File: config.mk
export PLATFORM = sky130hd
export DESIGN_NAME = serial_shift_port_with_counter
export DESIGN_NICKNAME = d
export VERILOG_FILES = /design/src/rtl/core/ssp_pkg.sv /design/src/rtl/core/serial_shift_port_with_counter.sv
export SDC_FILE = /design/constraint.sdc
export NUM_CORES = 1
export LEC_CHECK = 0
export ABC_AREA = 1
export BUFFER_PORTS_ARGS = -buffer_cell sky130_fd_sc_hd__buf_2
export CORE_MARGIN = 2
export CORE_UTILIZATION = 35
export DETAILED_ROUTE_END_ITERATION = 16
export PLACE_DENSITY = 0.56
export SLEW_MARGIN = 20
export SYNTH_ARGS = -nofsm -noshare
export SYNTH_HDL_FRONTEND = slang
export SYNTH_SLANG_ARGS = --single-unit
export TNS_END_PERCENT = 100
File: constraint.sdc
create_clock -name clock -period 4.85 [get_ports clock]
set_input_delay 0.485 -clock clock [delete_from_list [all_inputs] [get_ports clock]]
set_output_delay 0.485 -clock clock [all_outputs]
set_load 0.01 [all_outputs]
File: src/rtl/core/ssp_pkg.sv
// Package for the serial shift port: opcodes, mode and clock source codes,
// and the request and response item structs.
// No dependencies.
package ssp_pkg;

   typedef enum logic [2:0] {
      OP_PIN    = 3'd0,
      OP_TICK   = 3'd1,
      OP_CTRL   = 3'd2,
      OP_STATUS = 3'd3,
      OP_DATA   = 3'd4
   } opcode_type;

   // wire modes: two-wire is any code with the upper bit set
   localparam logic [1:0] MODE_OFF   = 2'd0;
   localparam logic [1:0] MODE_THREE = 2'd1;

   // clock sources: external edge is any code with the upper bit set
   localparam logic [1:0] SRC_STROBE = 2'd0;
   localparam logic [1:0] SRC_TIMER  = 2'd1;

   localparam int SHIFT_W = 8;
   localparam int COUNT_W = 4;

   typedef struct packed {
      logic [2:0]         opcode;
      logic               ck_level;
      logic               di_level;
      logic [1:0]         wire_mode;
      logic [1:0]         clock_select;
      logic               clk_strobe;
      logic               toggle_strobe;
      logic [COUNT_W-1:0] count_value;
      logic               stop_clear;
      logic [SHIFT_W-1:0] data_byte;
   } req_type;

   typedef struct packed {
      logic [SHIFT_W-1:0] shift_value;
      logic [SHIFT_W-1:0] buffer_value;
      logic [COUNT_W-1:0] count_now;
      logic               stop_seen;
      logic               start_pulse;
      logic               overflow_pulse;
      logic               data_out_pin;
      logic               sda_port_bit;
      logic               clock_port_bit;
   } rsp_type;

endpackage

File: src/rtl/core/serial_shift_port_with_counter.sv
// Serial shift port with bit counter: top level.
// Holds the item register, the port state and the response register.
// Depends on ssp_pkg.
//
// Usage: every request item is a pin sample, a timer tick or a control,
// status or data register write (opcode). Each item returns exactly one
// response item with the shift, buffer and counter contents, the stop flag,
// start and overflow pulses, and the data, sda and clock port bits.
// An item accepted on req_ waits in the item register; when it fires, it
// is applied to the port state and loads the response register, from which
// the response is offered on rsp_.
// Throughput is one item per cycle unless rsp_stall holds: the state update
// is a single short pass from the item register to the response register.
// When rsp_stall holds a waiting response, one more item is taken into the
// item register; req_stall rises only when both registers are full.
// Reset (synchronous, active high) clears the shift, buffer and counter
// registers, the mode (off), the clock source (strobe), all latches and
// flags, and empties both registers; held items are dropped, none invented.
module serial_shift_port_with_counter (
   input  logic             clock,
   input  logic             reset,
   input  logic             req_valid,
   output logic             req_stall,
   input  ssp_pkg::req_type req_data,
   output logic             rsp_valid,
   input  logic             rsp_stall,
   output ssp_pkg::rsp_type rsp_data
);
   import ssp_pkg::*;

   // pipeline registers
   logic    item_valid_ff;
   req_type item_ff;
   logic    rsp_valid_ff;
   rsp_type rsp_ff;
   rsp_type rsp_in;

   logic    out_load;
   logic    fire;

   // port state
   logic [SHIFT_W-1:0] shift_ff, shift_in;
   logic [SHIFT_W-1:0] buffer_ff, buffer_in;
   logic [COUNT_W-1:0] count_ff, count_in;
   logic [1:0]         mode_ff, mode_in;
   logic [1:0]         source_ff, source_in;
   logic               strobe_ff, strobe_in;
   logic               stop_ff, stop_in;
   logic               last_ck_ff, last_ck_in;
   logic               last_di_ff, last_di_in;
   logic               pending_ff, pending_in;
   logic               out_pin_ff, out_pin_in;
   logic               sda_ff, sda_in;
   logic               clk_bit_ff, clk_bit_in;
   logic               start_now;
   logic               ovf_now;

   // clock levels seen through the selected polarity
   logic old_ck;
   logic new_ck;

   assign out_load  = !rsp_valid_ff || !rsp_stall;
   assign fire      = item_valid_ff && out_load;
   assign req_stall = item_valid_ff && !out_load;
   assign rsp_valid = rsp_valid_ff;
   assign rsp_data  = rsp_ff;

   assign old_ck = last_ck_ff ^ source_ff[0];
   assign new_ck = item_ff.ck_level ^ source_ff[0];

   always_comb begin
      shift_in   = shift_ff;
      buffer_in  = buffer_ff;
      count_in   = count_ff;
      mode_in    = mode_ff;
      source_in  = source_ff;
      strobe_in  = strobe_ff;
      stop_in    = stop_ff;
      last_ck_in = last_ck_ff;
      last_di_in = last_di_ff;
      pending_in = pending_ff;
      out_pin_in = out_pin_ff;
      sda_in     = sda_ff;
      clk_bit_in = clk_bit_ff;
      start_now  = 1'b0;
      ovf_now    = 1'b0;

      case (item_ff.opcode)
         OP_PIN: begin
            // start and stop conditions while the clock line is high
            if (mode_ff[1] && item_ff.ck_level) begin
               if (last_di_ff && !item_ff.di_level) begin
                  start_now = 1'b1;
               end else if (!last_di_ff && item_ff.di_level) begin
                  stop_in = 1'b1;
               end
            end
            last_di_in = item_ff.di_level;
            if (last_ck_ff != item_ff.ck_level) begin
               if (source_ff[1]) begin
                  if (!strobe_ff) begin
                     count_in = count_ff + COUNT_W'(1);
                     if (count_in == '0) begin
                        buffer_in = shift_ff;
                        ovf_now   = 1'b1;
                     end
                  end
                  if (!old_ck && new_ck) begin
                     pending_in = shift_ff[SHIFT_W-2];
                     shift_in   = {shift_ff[SHIFT_W-2:0], item_ff.di_level};
                  end else if (old_ck && !new_ck) begin
                     if (mode_ff == MODE_THREE) begin
                        out_pin_in = pending_ff;
                     end else if (mode_ff[1]) begin
                        sda_in = pending_ff;
                     end
                  end
               end
               last_ck_in = item_ff.ck_level;
            end
         end
         OP_TICK: begin
            if (source_ff == SRC_TIMER) begin
               pending_in = shift_ff[SHIFT_W-2];
               shift_in   = {shift_ff[SHIFT_W-2:0], last_di_ff};
               count_in   = count_ff + COUNT_W'(1);
               // the tick shifts first, so the buffer takes the new byte
               if (count_in == '0) begin
                  buffer_in = shift_in;
                  ovf_now   = 1'b1;
               end
               if (mode_ff == MODE_THREE) begin
                  out_pin_in = pending_in;
               end else if (mode_ff[1]) begin
                  sda_in = pending_in;
               end
            end
         end
         OP_CTRL: begin
            mode_in   = item_ff.wire_mode;
            source_in = item_ff.clock_select;
            if (item_ff.wire_mode != MODE_OFF) begin
               if (item_ff.toggle_strobe) begin
                  clk_bit_in = !clk_bit_ff;
               end
               strobe_in = item_ff.clk_strobe;
               if (item_ff.clock_select[1]) begin
                  if (item_ff.clk_strobe && item_ff.toggle_strobe) begin
                     count_in = count_ff + COUNT_W'(1);
                     if (count_in == '0) begin
                        buffer_in = shift_ff;
                        ovf_now   = 1'b1;
                     end
                  end
               end else if (item_ff.clock_select == SRC_STROBE) begin
                  if (item_ff.clk_strobe) begin
                     // count before shift: buffer takes the old byte
                     count_in = count_ff + COUNT_W'(1);
                     if (count_in == '0) begin
                        buffer_in = shift_ff;
                        ovf_now   = 1'b1;
                     end
                     pending_in = shift_ff[SHIFT_W-2];
                     shift_in   = {shift_ff[SHIFT_W-2:0], last_di_ff};
                  end else if (item_ff.wire_mode == MODE_THREE) begin
                     out_pin_in = pending_ff;
                  end else if (item_ff.wire_mode[1]) begin
                     sda_in = pending_ff;
                  end
               end
            end
         end
         OP_STATUS: begin
            count_in = item_ff.count_value;
            if (item_ff.stop_clear) begin
               stop_in = 1'b0;
            end
         end
         OP_DATA: begin
            shift_in   = item_ff.data_byte;
            pending_in = item_ff.data_byte[SHIFT_W-1];
            if (mode_ff == MODE_THREE) begin
               out_pin_in = item_ff.data_byte[SHIFT_W-1];
            end else if (mode_ff[1]) begin
               sda_in = item_ff.data_byte[SHIFT_W-1];
            end
         end
         default: begin
         end
      endcase

      rsp_in.shift_value    = shift_in;
      rsp_in.buffer_value   = buffer_in;
      rsp_in.count_now      = count_in;
      rsp_in.stop_seen      = stop_in;
      rsp_in.start_pulse    = start_now;
      rsp_in.overflow_pulse = ovf_now;
      rsp_in.data_out_pin   = out_pin_in;
      rsp_in.sda_port_bit   = sda_in;
      rsp_in.clock_port_bit = clk_bit_in;
   end

   always_ff @(posedge clock) begin
      if (reset) begin
         item_valid_ff <= 1'b0;
         rsp_valid_ff  <= 1'b0;
         shift_ff      <= '0;
         buffer_ff     <= '0;
         count_ff      <= '0;
         mode_ff       <= MODE_OFF;
         source_ff     <= SRC_STROBE;
         strobe_ff     <= 1'b0;
         stop_ff       <= 1'b0;
         last_ck_ff    <= 1'b0;
         last_di_ff    <= 1'b0;
         pending_ff    <= 1'b0;
         out_pin_ff    <= 1'b0;
         sda_ff        <= 1'b0;
         clk_bit_ff    <= 1'b0;
      end else begin
         if (!req_stall) begin
            item_valid_ff <= req_valid;
         end
         if (out_load) begin
            rsp_valid_ff <= item_valid_ff;
         end
         if (fire) begin
            shift_ff   <= shift_in;
            buffer_ff  <= buffer_in;
            count_ff   <= count_in;
            mode_ff    <= mode_in;
            source_ff  <= source_in;
            strobe_ff  <= strobe_in;
            stop_ff    <= stop_in;
            last_ck_ff <= last_ck_in;
            last_di_ff <= last_di_in;
            pending_ff <= pending_in;
            out_pin_ff <= out_pin_in;
            sda_ff     <= sda_in;
            clk_bit_ff <= clk_bit_in;
         end
      end
   end

   // payload registers, no reset
   always_ff @(posedge clock) begin
      if (!req_stall && req_valid) begin
         item_ff <= req_data;
      end
      if (fire) begin
         rsp_ff <= rsp_in;
      end
   end

   // an overflow always leaves the counter at zero
   a_ovf_count_zero: assert property (@(posedge clock) disable iff (reset)
      rsp_valid_ff && rsp_ff.overflow_pulse |-> rsp_ff.count_now == '0)
      else $error("overflow reported with nonzero counter");

   // a start condition is only seen in two-wire mode
   a_start_two_wire: assert property (@(posedge clock) disable iff (reset)
      rsp_valid_ff && rsp_ff.start_pulse |-> mode_ff[1])
      else $error("start pulse outside two-wire mode");

   // a held response freezes the port state
   a_stall_holds_state: assert property (@(posedge clock) disable iff (reset)
      rsp_valid_ff && rsp_stall |=> $stable(shift_ff) && $stable(count_ff)
         && $stable(buffer_ff))
      else $error("port state moved while response stalled");

   // the response register reflects the state it was loaded with
   a_rsp_matches_state: assert property (@(posedge clock) disable iff (reset)
      rsp_valid_ff |-> rsp_ff.shift_value == shift_ff && rsp_ff.count_now == count_ff
         && rsp_ff.stop_seen == stop_ff)
      else $error("response out of step with port state");

endmodule
* Yosys cells after proc, flatten, opt, wreduce, memory -nomap -nowiden
Index checks and enable logic that the tools add are counted. Widths: inputs -> output; s select.
Storage, ports and cells: flip-flop bits (word level) 84, input bits 28, output and inout bits 28, logic and storage cells 175
Cells by class: add/sub/neg operators 1, equal/unequal tests 16, multiplexer cells 92, bitwise logic cells 2, reductions and logical operators 30
Operators with widths (number):
- $mux 8 | 19
- $mux 1 | 56
- $mux 4 | 9
- $pmux 8 s4 | 1
- $pmux 8 s3 | 1
- $ne 2x2->1 const B | 8
- $pmux 4 s4 | 1
- $pmux 1 s4 | 3
- $reduce_and 10->1 | 1
- $logic_and 1x1->1 | 9
- $logic_not 1->1 | 9
- $eq 2x1->1 const B | 3
- $eq 3x2->1 const B | 2
- $reduce_and 2->1 | 3
- $reduce_and 3->1 | 2
- $add 4x1->4 const B | 1
- $logic_not 4->1 | 1
- $reduce_bool 4->1 | 1
- $eq 3x1->1 const B | 1
- $eq 3x3->1 const B | 1
- $logic_not 3->1 | 1
- $pmux 1 s3 | 1
- $logic_not 2->1 | 1
- $pmux 1 s2 | 1
- 4 further kinds | 5

* Longest topological paths before layout
Gate-level depths: netlist of run 1.
word-level depth 8, gate-level depth with buffers 13, mapped depth without buffers 13

* Worst setup path before layout of run 1
Ideal clock, no wire load.
path type in2reg, start input port rsp_stall, end register rsp_ff (netlist bit rsp_data[0]) (enable), library setup time 0.374 ns, arrival time 1.517 ns, data required time 4.476 ns, slack 2.959 ns, cell stages on the path 5, path buffers 2, cell sequence nand2_1 inv_1 nor2_1 clkbuf_1 buf_2
On the way: longest elaborated chain between the ends 3
RTL lines:
- start: declaration | line serial_shift_port_with_counter.sv:26 | input logic rsp_stall,
- $logic_not 1->1 | line serial_shift_port_with_counter.sv:62 | assign out_load = !rsp_valid_ff || !rsp_stall;
- $logic_or 1x1->1 | line serial_shift_port_with_counter.sv:62
- $logic_and 1x1->1 | line serial_shift_port_with_counter.sv:63 | assign fire = item_valid_ff && out_load;
- named net fire | line serial_shift_port_with_counter.sv:39 | logic fire;
- end signal: assignment | line serial_shift_port_with_counter.sv:251 | rsp_ff <= rsp_in;
- end: declaration | line serial_shift_port_with_counter.sv:35 | rsp_type rsp_ff;
The timed path passes the listed nets, and every way through them passes these cells. A chain may end at the register's enable or synchronous reset.

* Final worst setup path of run 1
start register rsp_valid_ff, in the netlist rsp_valid, end register source_ff[1]
On the way: longest elaborated chain between the ends 4
RTL lines:
- start: declaration | line serial_shift_port_with_counter.sv:34 | logic rsp_valid_ff;
- start signal: assignment | line serial_shift_port_with_counter.sv:225 | rsp_valid_ff <= item_valid_ff;
- $logic_not 1->1 | line serial_shift_port_with_counter.sv:62
- $logic_or 1x1->1 | line serial_shift_port_with_counter.sv:62
- $logic_and 1x1->1 | line serial_shift_port_with_counter.sv:63
- $reduce_and 2->1 (no source line)
- end signal: assignment | line serial_shift_port_with_counter.sv:232 | source_ff <= source_in;
- end: declaration | line serial_shift_port_with_counter.sv:46 | logic [1:0] source_ff, source_in;
No other way between the ends.

==> metrics.md, run 1 <==
| Metric | Value |
|---|---|
| Status | completed |
| Fmax | 412 MHz |
| DR pass1 iterations | 7 |
| Worst Max-Slew Pin Slew | between 0.9 and 1 ns |
| P per Cell Area | about 360 nW/um2 |
| Die area | roughly 12000 um2 |
| Port bufs | between 50 and 60 |
| Number of diodes | 0 |
| Final instance area | between 4000 and 5000 um2 |
| Critical path arrival | about 2.7 ns |
| Vias/cell | 4.70 |
| ANT nets after route | 0 |
| Skew final | around 0.012 ns |
| Placed Instance Area | between 4000 and 5000 um2 |
| Clock Tree Root | clkbuf_16 |
| Starting Density | 36.2% |
| Crit path cell chain | nand2_1 > inv_1 > nor2_4 > buf_4 > inv_1 > nor2_1 > inv_1 > o21ai_0 > a21oi_1 |
| DRT iter0 DRCs | between 100 and 150 |
| First-pass GRT wire length | 14800 um |
| Area Growth Syn to Fin | 18.1% |
| Post-Syn Nets | between 500 and 600 |
| Cts hold-fix bufs | 0 |
| Maximum vdd drop | 0.151 mV |
| WS Path Type | flop to flop |
| Total GRT Usage | around 15% |
| Max-cap violation count | 0 |
| Core Util, Final | a little over two fifths |
| Num rows | 38 |
| CP endpoint kind | flop |
| Worst setup SP type | flop |
| I/O pin cnt | 56 |
| Min-Delay Startpoint | req_data[11] |
| Synth Instances | approximately 490 |
| Ys Warns | 0 |
| Reg2Reg Launch Point | rsp_valid |
| Seq/Total Area, Yosys | 54.9% |
| Num CTS Buffers | 9 |
| CTS H-tree lvls | 3 |
| Final worst-path cycle share | around half |
| Tmin final | about 2.4 ns |
| Routed WL | between 8000 and 9000 um |
| Initial antenna violation count | 0 |
| Layout cells sized above 1 | between 10% and 20% |
| Global route overflow | 0 |
| DPL Wire Length | about 6400 um |
| Area share of the largest cell type after synthesis | around 38% |
| CTS Buffer Depth | 2 |
| Worst Path Max Fanout | between 60 and 70 |
| WP buf/inv | 4 |
| Largest cells by area after synthesis | edfxtp_1 38%, dfxtp_1 17%, nand2_1 13% |
| CTS sink count | 84 |
| RSZ-0062 raised after global routing | false |
| Clk slew on worst S/H paths | ~0.070 ns |
| Largest stage delay on the critical path | 0.55 ns |
| Yosys cell types | 32 |
| Worst path slowest cell | buf_4 |
| DR DRC count | 0 |
| CP dominant cell by count | inv_1 |
| Post-CTS resize count | 0 |
| Worst-Skew Late Latency | 0.34 ns |
| Final Hold Fails | 0 |
| Area leader, netlist | edfxtp_1 |
| DR vias | ~3200 |
| Lkg Pwr | approximately 0.0022 uW |
| Number of max-slew violations in the final report | 0 |
| Req. time, crit path | a little over 5 ns |
| Synth Area per Inst | approximately 8.1 um2 |
| Setup TNS Final | 0 ns |
| Routability cong. | 0.862 |
| Die W | 111 um |
| CP top delay family | buffers and inverters |
| Post-Syn Area | approximately 4000 um2 |
| Post-CTS setup buffer count | 0 |
| Hold Path Class | primary input to flop |
| Yosys reg bits | 84 |
| Rel. slew slack | about two fifths |
| Setup violations, final | 0 |
| Post-DR wirelength/cell | 12.7 um |
| Die Y | between 100 and 150 um |
| Critical Path Start | rsp_valid |
| CTS tree | built |
| Number of global-route vias before repair | roughly 3000 |
| Core Region | about 11000 um2 |
| Largest net degree at the start of global routing | between 60 and 70 |
| Layout Nets | around 580 |
[report_power, final]
part	internal, uW	switching, uW
Clock	404	288
Sequential	802	26.7
Combinational	53.6	102
[metal layers]
metal | global-route usage, % | wire (um)
met5 | 0 | 0
met4 | 4.50 | 98
met1 | 21.0 | 4320
met2 | 22.5 | 3890
met3 | 4.12 | 492
[placed cells by master, fill, tap and decap left out, types with 8 or more instances in the layout]
master	Yosys	routed
nand2_1	134	134
inv_1	66	66
buf_2	1	55
nor2_1	54	53
nand3_1	50	50
edfxtp_1	50	50
dfxtp_1	34	34
o21ai_0	26	26
a21oi_1	25	25
clkbuf_16	0	9
nand4_1	8	8
[worst reg2reg max path: stages (launching register included)]
cell and delay, ns:
dfxtp_1 0.31, nand2_1 0.09, inv_1 0.07, nor2_4 0.07, buf_4 0.55, inv_1 0.44, nor2_1 0.40, inv_1 0.14
o21ai_0 0.18, a21oi_1 0.06
[through the flow]
step | instances | hold WS, ns | setup slack, ns | power, uW
after global routing | 691 | 0.307 | 2.14 | 1750
after CTS | 691 | 0.311 | 2.38 | 1690
after global placement | 675 | 0.484 | 2.22 | 999
after detailed placement | 675 | 0.485 | 2.11 | 1000
final | 691 | 0.317 | 2.42 | 1680
after floorplan | 488 | 0.457 | 2.96 | 946
[registers in the layout (all words and copies together), names as in the netlist, 2 cells and up]
register,flops
count_ff,4
shift_ff,8
item_ff,24
source_ff,2
rsp_data,26
buffer_ff,8
mode_ff,2
[synth_stat cells]
master	n
inv_2	2
o211ai_1	1
ha_1	2
clkbuf_1	7
o21ai_1	1
inv_1	66
o21ai_2	1
nand3_1	50
buf_2	1
o21bai_1	1
inv_4	1
nor3_1	1
nor4_1	1
nand2_4	1
xor2_1	1
nand4_1	8
a21oi_1	25
nand2_2	4
edfxtp_1	50
nand3b_1	1
buf_6	1
nor2_1	54
o21ai_0	26
nand2_1	134
dfxtp_1	34
a21oi_2	1
nand3_2	2
nor2_2	6
or2_2	2
nand4_2	1
xnor2_1	1
nor2_4	1
[cell type report]
class	instances	area, um2
clock buffers	10	229
fillers	1072	6290
clock inverters	6	68.8
repair buffers	56	283
flip-flops and latches	84	2180
well taps	140	175
multi-input cells	326	1500
inverters	69	262
[path summary, 6_finish.rpt]
check	cells past startpoint	end	slack (ns)
max	9	source_ff[1]	2.42
min	1	item_ff[11]	0.32
max reg2reg	9	source_ff[1]	2.42
min reg2reg	2	shift_ff[2]	0.50
[cells by family after synthesis]
| kind of cell | Yosys count | share of synthesized area, % |
|---|---|---|
| fa+ha+maj | 2 | 0.629 |
| buf+inv | 78 | 7.65 |
| flops | 84 | 54.9 |
| simple gates | 266 | 29.0 |
| compound gates | 56 | 7.36 |
| xor+xnor | 2 | 0.441 |
No activity file was read; power rests on OpenSTA's default activity.
==> run 2: changes to the inputs <==
--- a/config.mk
+++ b/config.mk
@@ -5,7 +5,7 @@
 export SDC_FILE = /design/constraint.sdc
 export NUM_CORES = 1
 export LEC_CHECK = 0
-export ABC_AREA = 1
+export ABC_AREA = 0
 export BUFFER_PORTS_ARGS = -buffer_cell sky130_fd_sc_hd__buf_2
 export CORE_MARGIN = 2
 export CORE_UTILIZATION = 35
==> constraint.sdc (replaced) <==
create_clock -name clock -period 2.4 [get_ports clock]
set_input_delay 0.24 -clock clock [delete_from_list [all_inputs] [get_ports clock]]
set_output_delay 0.24 -clock clock [all_outputs]
set_load 0.01 [all_outputs]
==> run 2 against run 1 <==
Against the previous run:
- core utilization is 0.99 points lower
- largest power group unchanged
- non-clock buffer count is 10 higher
- register-to-register slack worse by 2.2 ns
- die area is 4.3% lower
==> metrics.md, run 2 <==
| Metric | Value |
|---|---|
| DR vias | 2811 (-13%) |
| Clock Tree Root | clkbuf_8 |
| Post-synth ARST share | 0% (unchanged) |
| Worst Path Max Fanout | 10 (-84%) |
| Rel. slew slack | 36.9% (-2.5 points) |
| Status | completed |
| Largest cells by area after synthesis | edfxtp_1 40%, dfxtp_1 18%, a22o_1 7.6% |
| DRT iter0 DRCs | 101 (-22%) |
| Switching Fraction | 24.6% (-0.25 points) |
| Port bufs | 55 (unchanged) |
| Gate power share | 7.5% (-1.8 points) |
| Area leader, netlist | edfxtp_1 |
| Layout Nets | 410 (-29%) |
| Fillcell total | 1062 (-0.93%) |
| Post-DR wirelength/cell | 16.0 um (+26%) |
| Starting Density | 35.5% (-0.68 points) |
| Hold WS | 0.0508 ns (-0.266 ns) |
| ANT nets after route | 0 (unchanged) |
| Most frequent cells in the layout | 55 x buf_2, 50 x edfxtp_1, 34 x dfxtp_1, 33 x a22o_1, 23 x nand2_1 |
| Total GRT Usage | 15.4% (+0.39 points) |
| Ys Warns | 0 (unchanged) |
| DPL Wire Length | 5940 um (-7.6%) |
| Synth Instances | 315 (-35%) |
| Reg-to-Reg End | rsp_data[13] |
| Post-synth EDFFs | 50 (unchanged) |
| Fmax | 456 MHz (+11%) |
| Final Non-Filler Cells | 525 (-24%) |
| Seq/Total Area, Yosys | 57.4% (+2.5 points) |
| Layout cells sized above 1 | 25.5% (+8.4 points) |
| Yosys reg bits | 84 (unchanged) |
| Core Region | 10700 um2 (-2.6%) |
| Req. time, crit path | 2.52 ns (-2.55 ns) |
| Area share of the largest cell type after synthesis | 39.5% (+1.8 points) |
| Worst reg-to-reg setup slack | 0.21 ns (-2.21 ns) |
| Area Growth Syn to Fin | 17.6% |
| Final worst-path cycle share | 91.3% (+41 points) |
| Worst setup SP type | flop |
| WS Path Type | flop to flop |
| CTS tree | built |
| Net switching power of the design | 703 uW (+68%) |
| Initial antenna violation count | 0 (unchanged) |
| CTS Buffer Depth | 2 (unchanged) |
| Synth Area per Inst | 12.1 um2 (+48%) |
| I/O pin cnt | 56 (unchanged) |
| GRT busiest layer | met2 |
| Critical Path Start | item_ff[21] |
| CTS sink count | 84 (unchanged) |
| Post-CTS setup buffer count | 0 (unchanged) |
| Met3 usage | 2.65% (-1.5 points) |
| Post-CTS resize count | 0 (unchanged) |
| Lkg Pwr | 0.00170 uW (-21%) |
| Maximum vdd drop | 0.282 mV (+86%) |
| Clk slew on worst S/H paths | 0.09 ns (+0.02 ns) |
| Number of global-route vias before repair | 2752 (-9.4%) |
| Setup WS post-layout | 0.209 ns (-2.21 ns) |
| Clock Power Share | 35.9% (-5.4 points) |
| Max-cap violation count | 0 (unchanged) |
| Final Hold Fails | 0 (unchanged) |
| Skew final | 0.0121 ns (+0.0000225 ns) |
| First-pass GRT wire length | 13900 um (-5.7%) |
| Post-place setup slack | 0.228 ns (-1.88 ns) |
| Setup violations, final | 0 (unchanged) |
| Num rows | 38 (unchanged) |
| Critical path arrival | 2.31 ns (-0.34 ns) |
| Die Y | 108 um (-2.2%) |
| Number of diodes | 0 (unchanged) |
| Internal | 2150 uW (+71%) |
| Die W | 108 um (-2.2%) |
| Reg2Reg Launch Point | item_ff[21] |
| R2R depth | 4 (-5) |
| Yosys cell types | 75 (+130%) |
| Post-Syn Nets | 345 (-33%) |
| Post-Syn Area | 3800 um2 (-4.4%) |
| Number of max-slew violations in the final report | 0 (unchanged) |
| CTS H-tree lvls | 3 (unchanged) |
| RSZ-0062 raised after global routing | false |
| Primary FF master, synth | edfxtp_1 |
| Worst Max-Slew Pin Slew | 0.940 ns (+0.0319 ns) |
| Cts hold-fix bufs | 0 (unchanged) |
| Most common cell after layout, fill and taps aside | buf_2 |
| Tmin final | 2.19 ns (-0.237 ns) |
| Num CTS Buffers | 9 (unchanged) |
| DR pass1 iterations | 4 (-3) |
| Grt met2 use | 25.2% (+2.7 points) |
| Synth cell count leaders | 50 x edfxtp_1, 34 x dfxtp_1, 33 x a22o_1, 23 x nand2_1, 19 x nor2_1 |
| Core Util, Final | 41.8% (-0.99 points) |
| Worst-Skew Late Latency | 0.36 ns (+0.02 ns) |
| Hold Path Class | primary input to flop |
| Routed WL | 8400 um (-4.6%) |
| Setup TNS Final | 0 ns (unchanged) |
| Count leader, synth | edfxtp_1 |
| Power share of the sequential group | 56.6% (+7.2 points) |
| CP Capture Point | rsp_data[13] |
| Met1 GRT Util | 20.5% (-0.49 points) |
| Number of flip-flops in the largest register | 26 (unchanged) |
| Routability cong. | 0.811 (-5.9%) |
| Global route overflow | 0 (unchanged) |
| Die area | 11700 um2 (-4.3%) |
| P per Cell Area | 639 nW/um2 (+79%) |
| DR DRC count | 0 (unchanged) |
| Inst Count DP | 509 (-25%) |
| Vias/cell | 5.35 (+14%) |
| CP endpoint kind | flop |
| Largest net degree at the start of global routing | 25 (-62%) |
run 2: changes by cell type in the layout (fill, tap and decap cells not counted), sizes merged, moves of 4 or more:
cell	previous run	this run
nand2	139	24
a21o	0	9
a22o	0	33
buf	56	66
nand3	52	10
nand4	9	3
a21oi	26	16
inv	73	9
nor2	61	19
nand4b	0	4
o21ai	28	12
nand2b	0	6
o32ai	0	4
clkinv	1	5
run 2: kinds of logic (layout without fill, tap and decap cells):
family,Yosys count,in the layout,synth area share (%)
xor+xnor,3,3,0.692
mux,2,2,0.527
buf+inv,20,90,2.47
flops,84,84,57.4
compound gates,114,114,24.9
simple gates,90,90,13.3
fa+ha+maj,2,2,0.658
run 2: final cells by class:
class	count	area, um2	area share (%)
clock buffers	9	124	2.77
clock inverters	7	73.8	1.65
inverters	8	30.0	0.672
multi-input cells	211	1530	34.2
flip-flops and latches	84	2180	48.8
well taps	140	175	3.92
repair buffers	66	358	8.01
run 2: worst min-delay path by stage:
stage | cells after the start | endpoint | from
global placement | 1 | item_ff[22] | req_data[22]
global route | 1 | item_ff[18] | req_data[18]
detailed placement | 1 | item_ff[22] | req_data[22]
CTS | 1 | item_ff[4] | req_data[4]
finish | 1 | item_ff[4] | req_data[4]
floorplan | 0 | item_ff[0] | req_data[0]
run 2: metrics by stage:
stage / total power, uW / instance area (um2)
2_1_floorplan: 1780 / 3800
3_3_place_gp: 1860 / 4270
3_5_place_dp: 1870 / 4270
4_1_cts: 2890 / 4470
5_1_grt: 2960 / 4470
6_report: 2850 / 4470
run 2: metal layers:
metal | share of wire (%) | wire length [um]
met5 | 0 | 0
met4 | 1.0 | 86
met3 | 3.6 | 306
met2 | 48 | 4000
met1 | 48 | 4010
run 2: power groups by stage:
stage / clock network [uW] / logic [uW] / registers (uW)
after floorplan: 0 / 128 / 1650
after global placement: 0 / 214 / 1650
after detailed placement: 0 / 217 / 1650
after CTS: 1050 / 218 / 1610
after global routing: 1100 / 238 / 1620
final: 1020 / 215 / 1610
run 2: critical path: stages (launching register included):
cell,delay [ns]
edfxtp_1,0.55
or3b_1,0.57
o211ai_4,0.38
nand2_2,0.18
a22o_1,0.27
==> run 3: changes to the inputs <==
--- a/config.mk
+++ b/config.mk
@@ -10,6 +10,7 @@
 export CORE_MARGIN = 2
 export CORE_UTILIZATION = 35
 export DETAILED_ROUTE_END_ITERATION = 16
+export GPL_TIMING_DRIVEN = 0
 export PLACE_DENSITY = 0.56
 export SLEW_MARGIN = 20
 export SYNTH_ARGS = -nofsm -noshare
==> run 3 against run 2 <==
Against the previous run:
- setup slack lost 0.071 ns
- first-iteration DRC count grew 46%
- clock power grew 9%
- register-to-register slack lost 0.07 ns
- core utilization grew 0.48 points
- critical path type unchanged
- largest cell class unchanged
==> metrics.md, run 3 (synthesis gave the netlist of run 2 again) <==
| Metric | Value |
|---|---|
| CTS Buffer Depth | 2 (unchanged) |
| Setup violations, final | 0 (unchanged) |
| Hold WS | 0.0473 ns (-0.00350 ns) |
| Hold Path Class | primary input to flop |
| Most common cell after layout, fill and taps aside | buf_2 |
| Worst reg-to-reg setup slack | 0.14 ns (-0.07 ns) |
| Number of global-route vias before repair | 2721 (-1.1%) |
| First-pass GRT wire length | 13500 um (-3.1%) |
| CP endpoint kind | flop |
| Worst setup SP type | flop |
| Die Y | 108 um (unchanged) |
| Critical path arrival | 2.39 ns (+0.08 ns) |
| Gate power share | 7.6% (about the same) |
| Fmax | 442 MHz (-3.2%) |
| DR pass1 iterations | 5 (+1) |
| Initial antenna violation count | 0 (unchanged) |
| DR vias | 2807 (-0.14%) |
| Reg2Reg Launch Point | count_ff[0] |
| Clk slew on worst S/H paths | 0.09 ns (about the same) |
| Status | completed |
| Number of max-slew violations in the final report | 0 (unchanged) |
| RSZ-0062 raised after global routing | false |
| Num CTS Buffers | 9 (unchanged) |
| ANT nets after route | 0 (unchanged) |
| Port bufs | 55 (unchanged) |
| Reg-to-Reg End | rsp_data[14] |
| Post-place setup slack | -0.0543 ns (-0.282 ns) |
| Hold Path Depth | 1 (unchanged) |
| I/O pin cnt | 56 (unchanged) |
| CTS H-tree lvls | 3 (unchanged) |
| Most frequent cells in the layout | 58 x buf_2, 50 x edfxtp_1, 34 x dfxtp_1, 33 x a22o_1, 23 x nand2_1 |
| Multi-input logic area | 1540 um2 (+1.1%) |
| Final Hold Fails | 0 (unchanged) |
| Num rows | 38 (unchanged) |
| R2R depth | 6 (+2) |
| Core Region | 10700 um2 (unchanged) |
| Req. time, crit path | 2.53 ns (about the same) |
| CTS tree | built |
| Fillcell total | 1031 (-2.9%) |
| Switching Fraction | 24.3% (-0.31 points) |
| Skew final | 0.0101 ns (-0.00201 ns) |
| Worst Path Max Fanout | 8 (-2) |
| Post-DR wirelength/cell | 16.1 um (+0.46%) |
| Rel. slew slack | 40.4% (+3.5 points) |
| Post-CTS setup buffer count | 0 (unchanged) |
| DR DRC count | 0 (unchanged) |
| Global route overflow | 0 (unchanged) |
| Layout cells sized above 1 | 24.5% (-0.91 points) |
| Largest net degree at the start of global routing | 25 (unchanged) |
| Register Area | 2180 um2 (unchanged) |
| Number of flip-flops in the largest register | 26 (unchanged) |
| Min-Delay Startpoint | req_data[3] |
| Setup WS post-layout | 0.137 ns (-0.0714 ns) |
| Routability cong. | 0.809 (-0.26%) |
| Number of diodes | 0 (unchanged) |
| Layout Nets | 412 (+0.49%) |
| DRT iter0 DRCs | 147 (+46%) |
| Die area | 11700 um2 (unchanged) |
| Worst Hold End | item_ff[3] |
| Area Growth Syn to Fin | 19.0% |
| WS Path Type | flop to flop |
| Final worst-path cycle share | 94.3% (+3.0 points) |
| Worst-Skew Late Latency | 0.37 ns (about the same) |
| Worst Max-Slew Pin Slew | 0.887 ns (-0.0527 ns) |
| Maximum vdd drop | 0.361 mV (+28%) |
| Net switching power of the design | 715 uW (+1.8%) |
| DPL Wire Length | 5980 um (+0.65%) |
| Total GRT Usage | 15.2% (-0.13 points) |
| Clock Tree Root | clkbuf_8 |
| Die W | 108 um (unchanged) |
| Lkg Pwr | 0.00171 uW (+0.35%) |
| Vias/cell | 5.33 (-0.52%) |
| P per Cell Area | 651 nW/um2 (+1.9%) |
| Routed WL | 8470 um (+0.85%) |
| Power share of the sequential group | 54.8% (-1.8 points) |
| Cts hold-fix bufs | 0 (unchanged) |
| Tmin final | 2.26 ns (+0.0714 ns) |
| Post-CTS resize count | 1 (+1) |
| Max-cap violation count | 0 (unchanged) |
| CTS sink count | 84 (unchanged) |
| Clock Power Share | 37.6% (+1.7 points) |
| Starting Density | 35.5% (unchanged) |
| Internal | 2230 uW (+3.5%) |
==> run 3: changes by cell type in the layout (fill, tap and decap cells not counted), sizes merged <==
cell and delta:
buf -4, clkbuf +7, inv +2, clkinv -3
==> run 3: layer usage <==
layer  track usage [%]  routed length, um  vias to the layer above
li1                  -                  -                     1380
met1              19.8               4020                     1350
met2              24.0               3910                       67
met3              4.22                394                       10
met4              6.14                143                        0
met5                 0                  0                        -
==> run 3: layout make-up <==
cell class / count / share of cell area (%)
Sequential cell: 84 / 48.3
Multi-Input combinational cell: 211 / 34.1
Timing Repair Buffer: 56 / 6.70
Tap cell: 140 / 3.87
Clock buffer: 10 / 3.29
Clock inverter: 6 / 1.63
Buffer: 12 / 1.44
Inverter: 8 / 0.664
==> run 3: worst max path at each step <==
stage	cells after the start	from	endpoint	slack, ns
6_report	6	count_ff[0]	rsp_data[14]	0.14
5_1_grt	6	item_ff[21]	rsp_data[25]	0.02
4_1_cts	6	count_ff[0]	rsp_data[14]	0.14
3_5_place_dp	6	count_ff[0]	rsp_data[14]	-0.05
3_3_place_gp	7	rsp_stall	mode_ff[0]	-0.19
2_1_floorplan	2	rsp_valid	item_ff[0]	0.31
==> run 3: through the flow <==
step | setup TNS [ns] | cells | total power, uW | instance area, um2 | util [%]
floorplan | 0 | 315 | 1780 | 3800 | -
global placement | -10.33 | 510 | 1860 | 4250 | 39.7
detailed placement | -0.326 | 511 | 1870 | 4290 | 40.1
CTS | 0 | 527 | 2970 | 4520 | 42.3
global route | 0 | 527 | 3050 | 4520 | 42.3
finish | 0 | 527 | 2940 | 4520 | 42.3
==> run 3: critical path, cell delays in order (launching register included) <==
cell     delay [ns]
dfxtp_1        0.45
ha_1           0.31
and2_1         0.16
a21oi_1        0.11
o32ai_4        0.47
nand2_2        0.22
a22o_1         0.29
==> run 3: power by group through the flow <==
stage          Sequential [uW]  Combinational [uW]  Clock, uW
3_5_place_dp              1640                 226          0
4_1_cts                   1610                 227       1140
5_1_grt                   1620                 248       1180
2_1_floorplan             1650                 128          0
6_report                  1610                 224       1110
3_3_place_gp              1650                 215          0
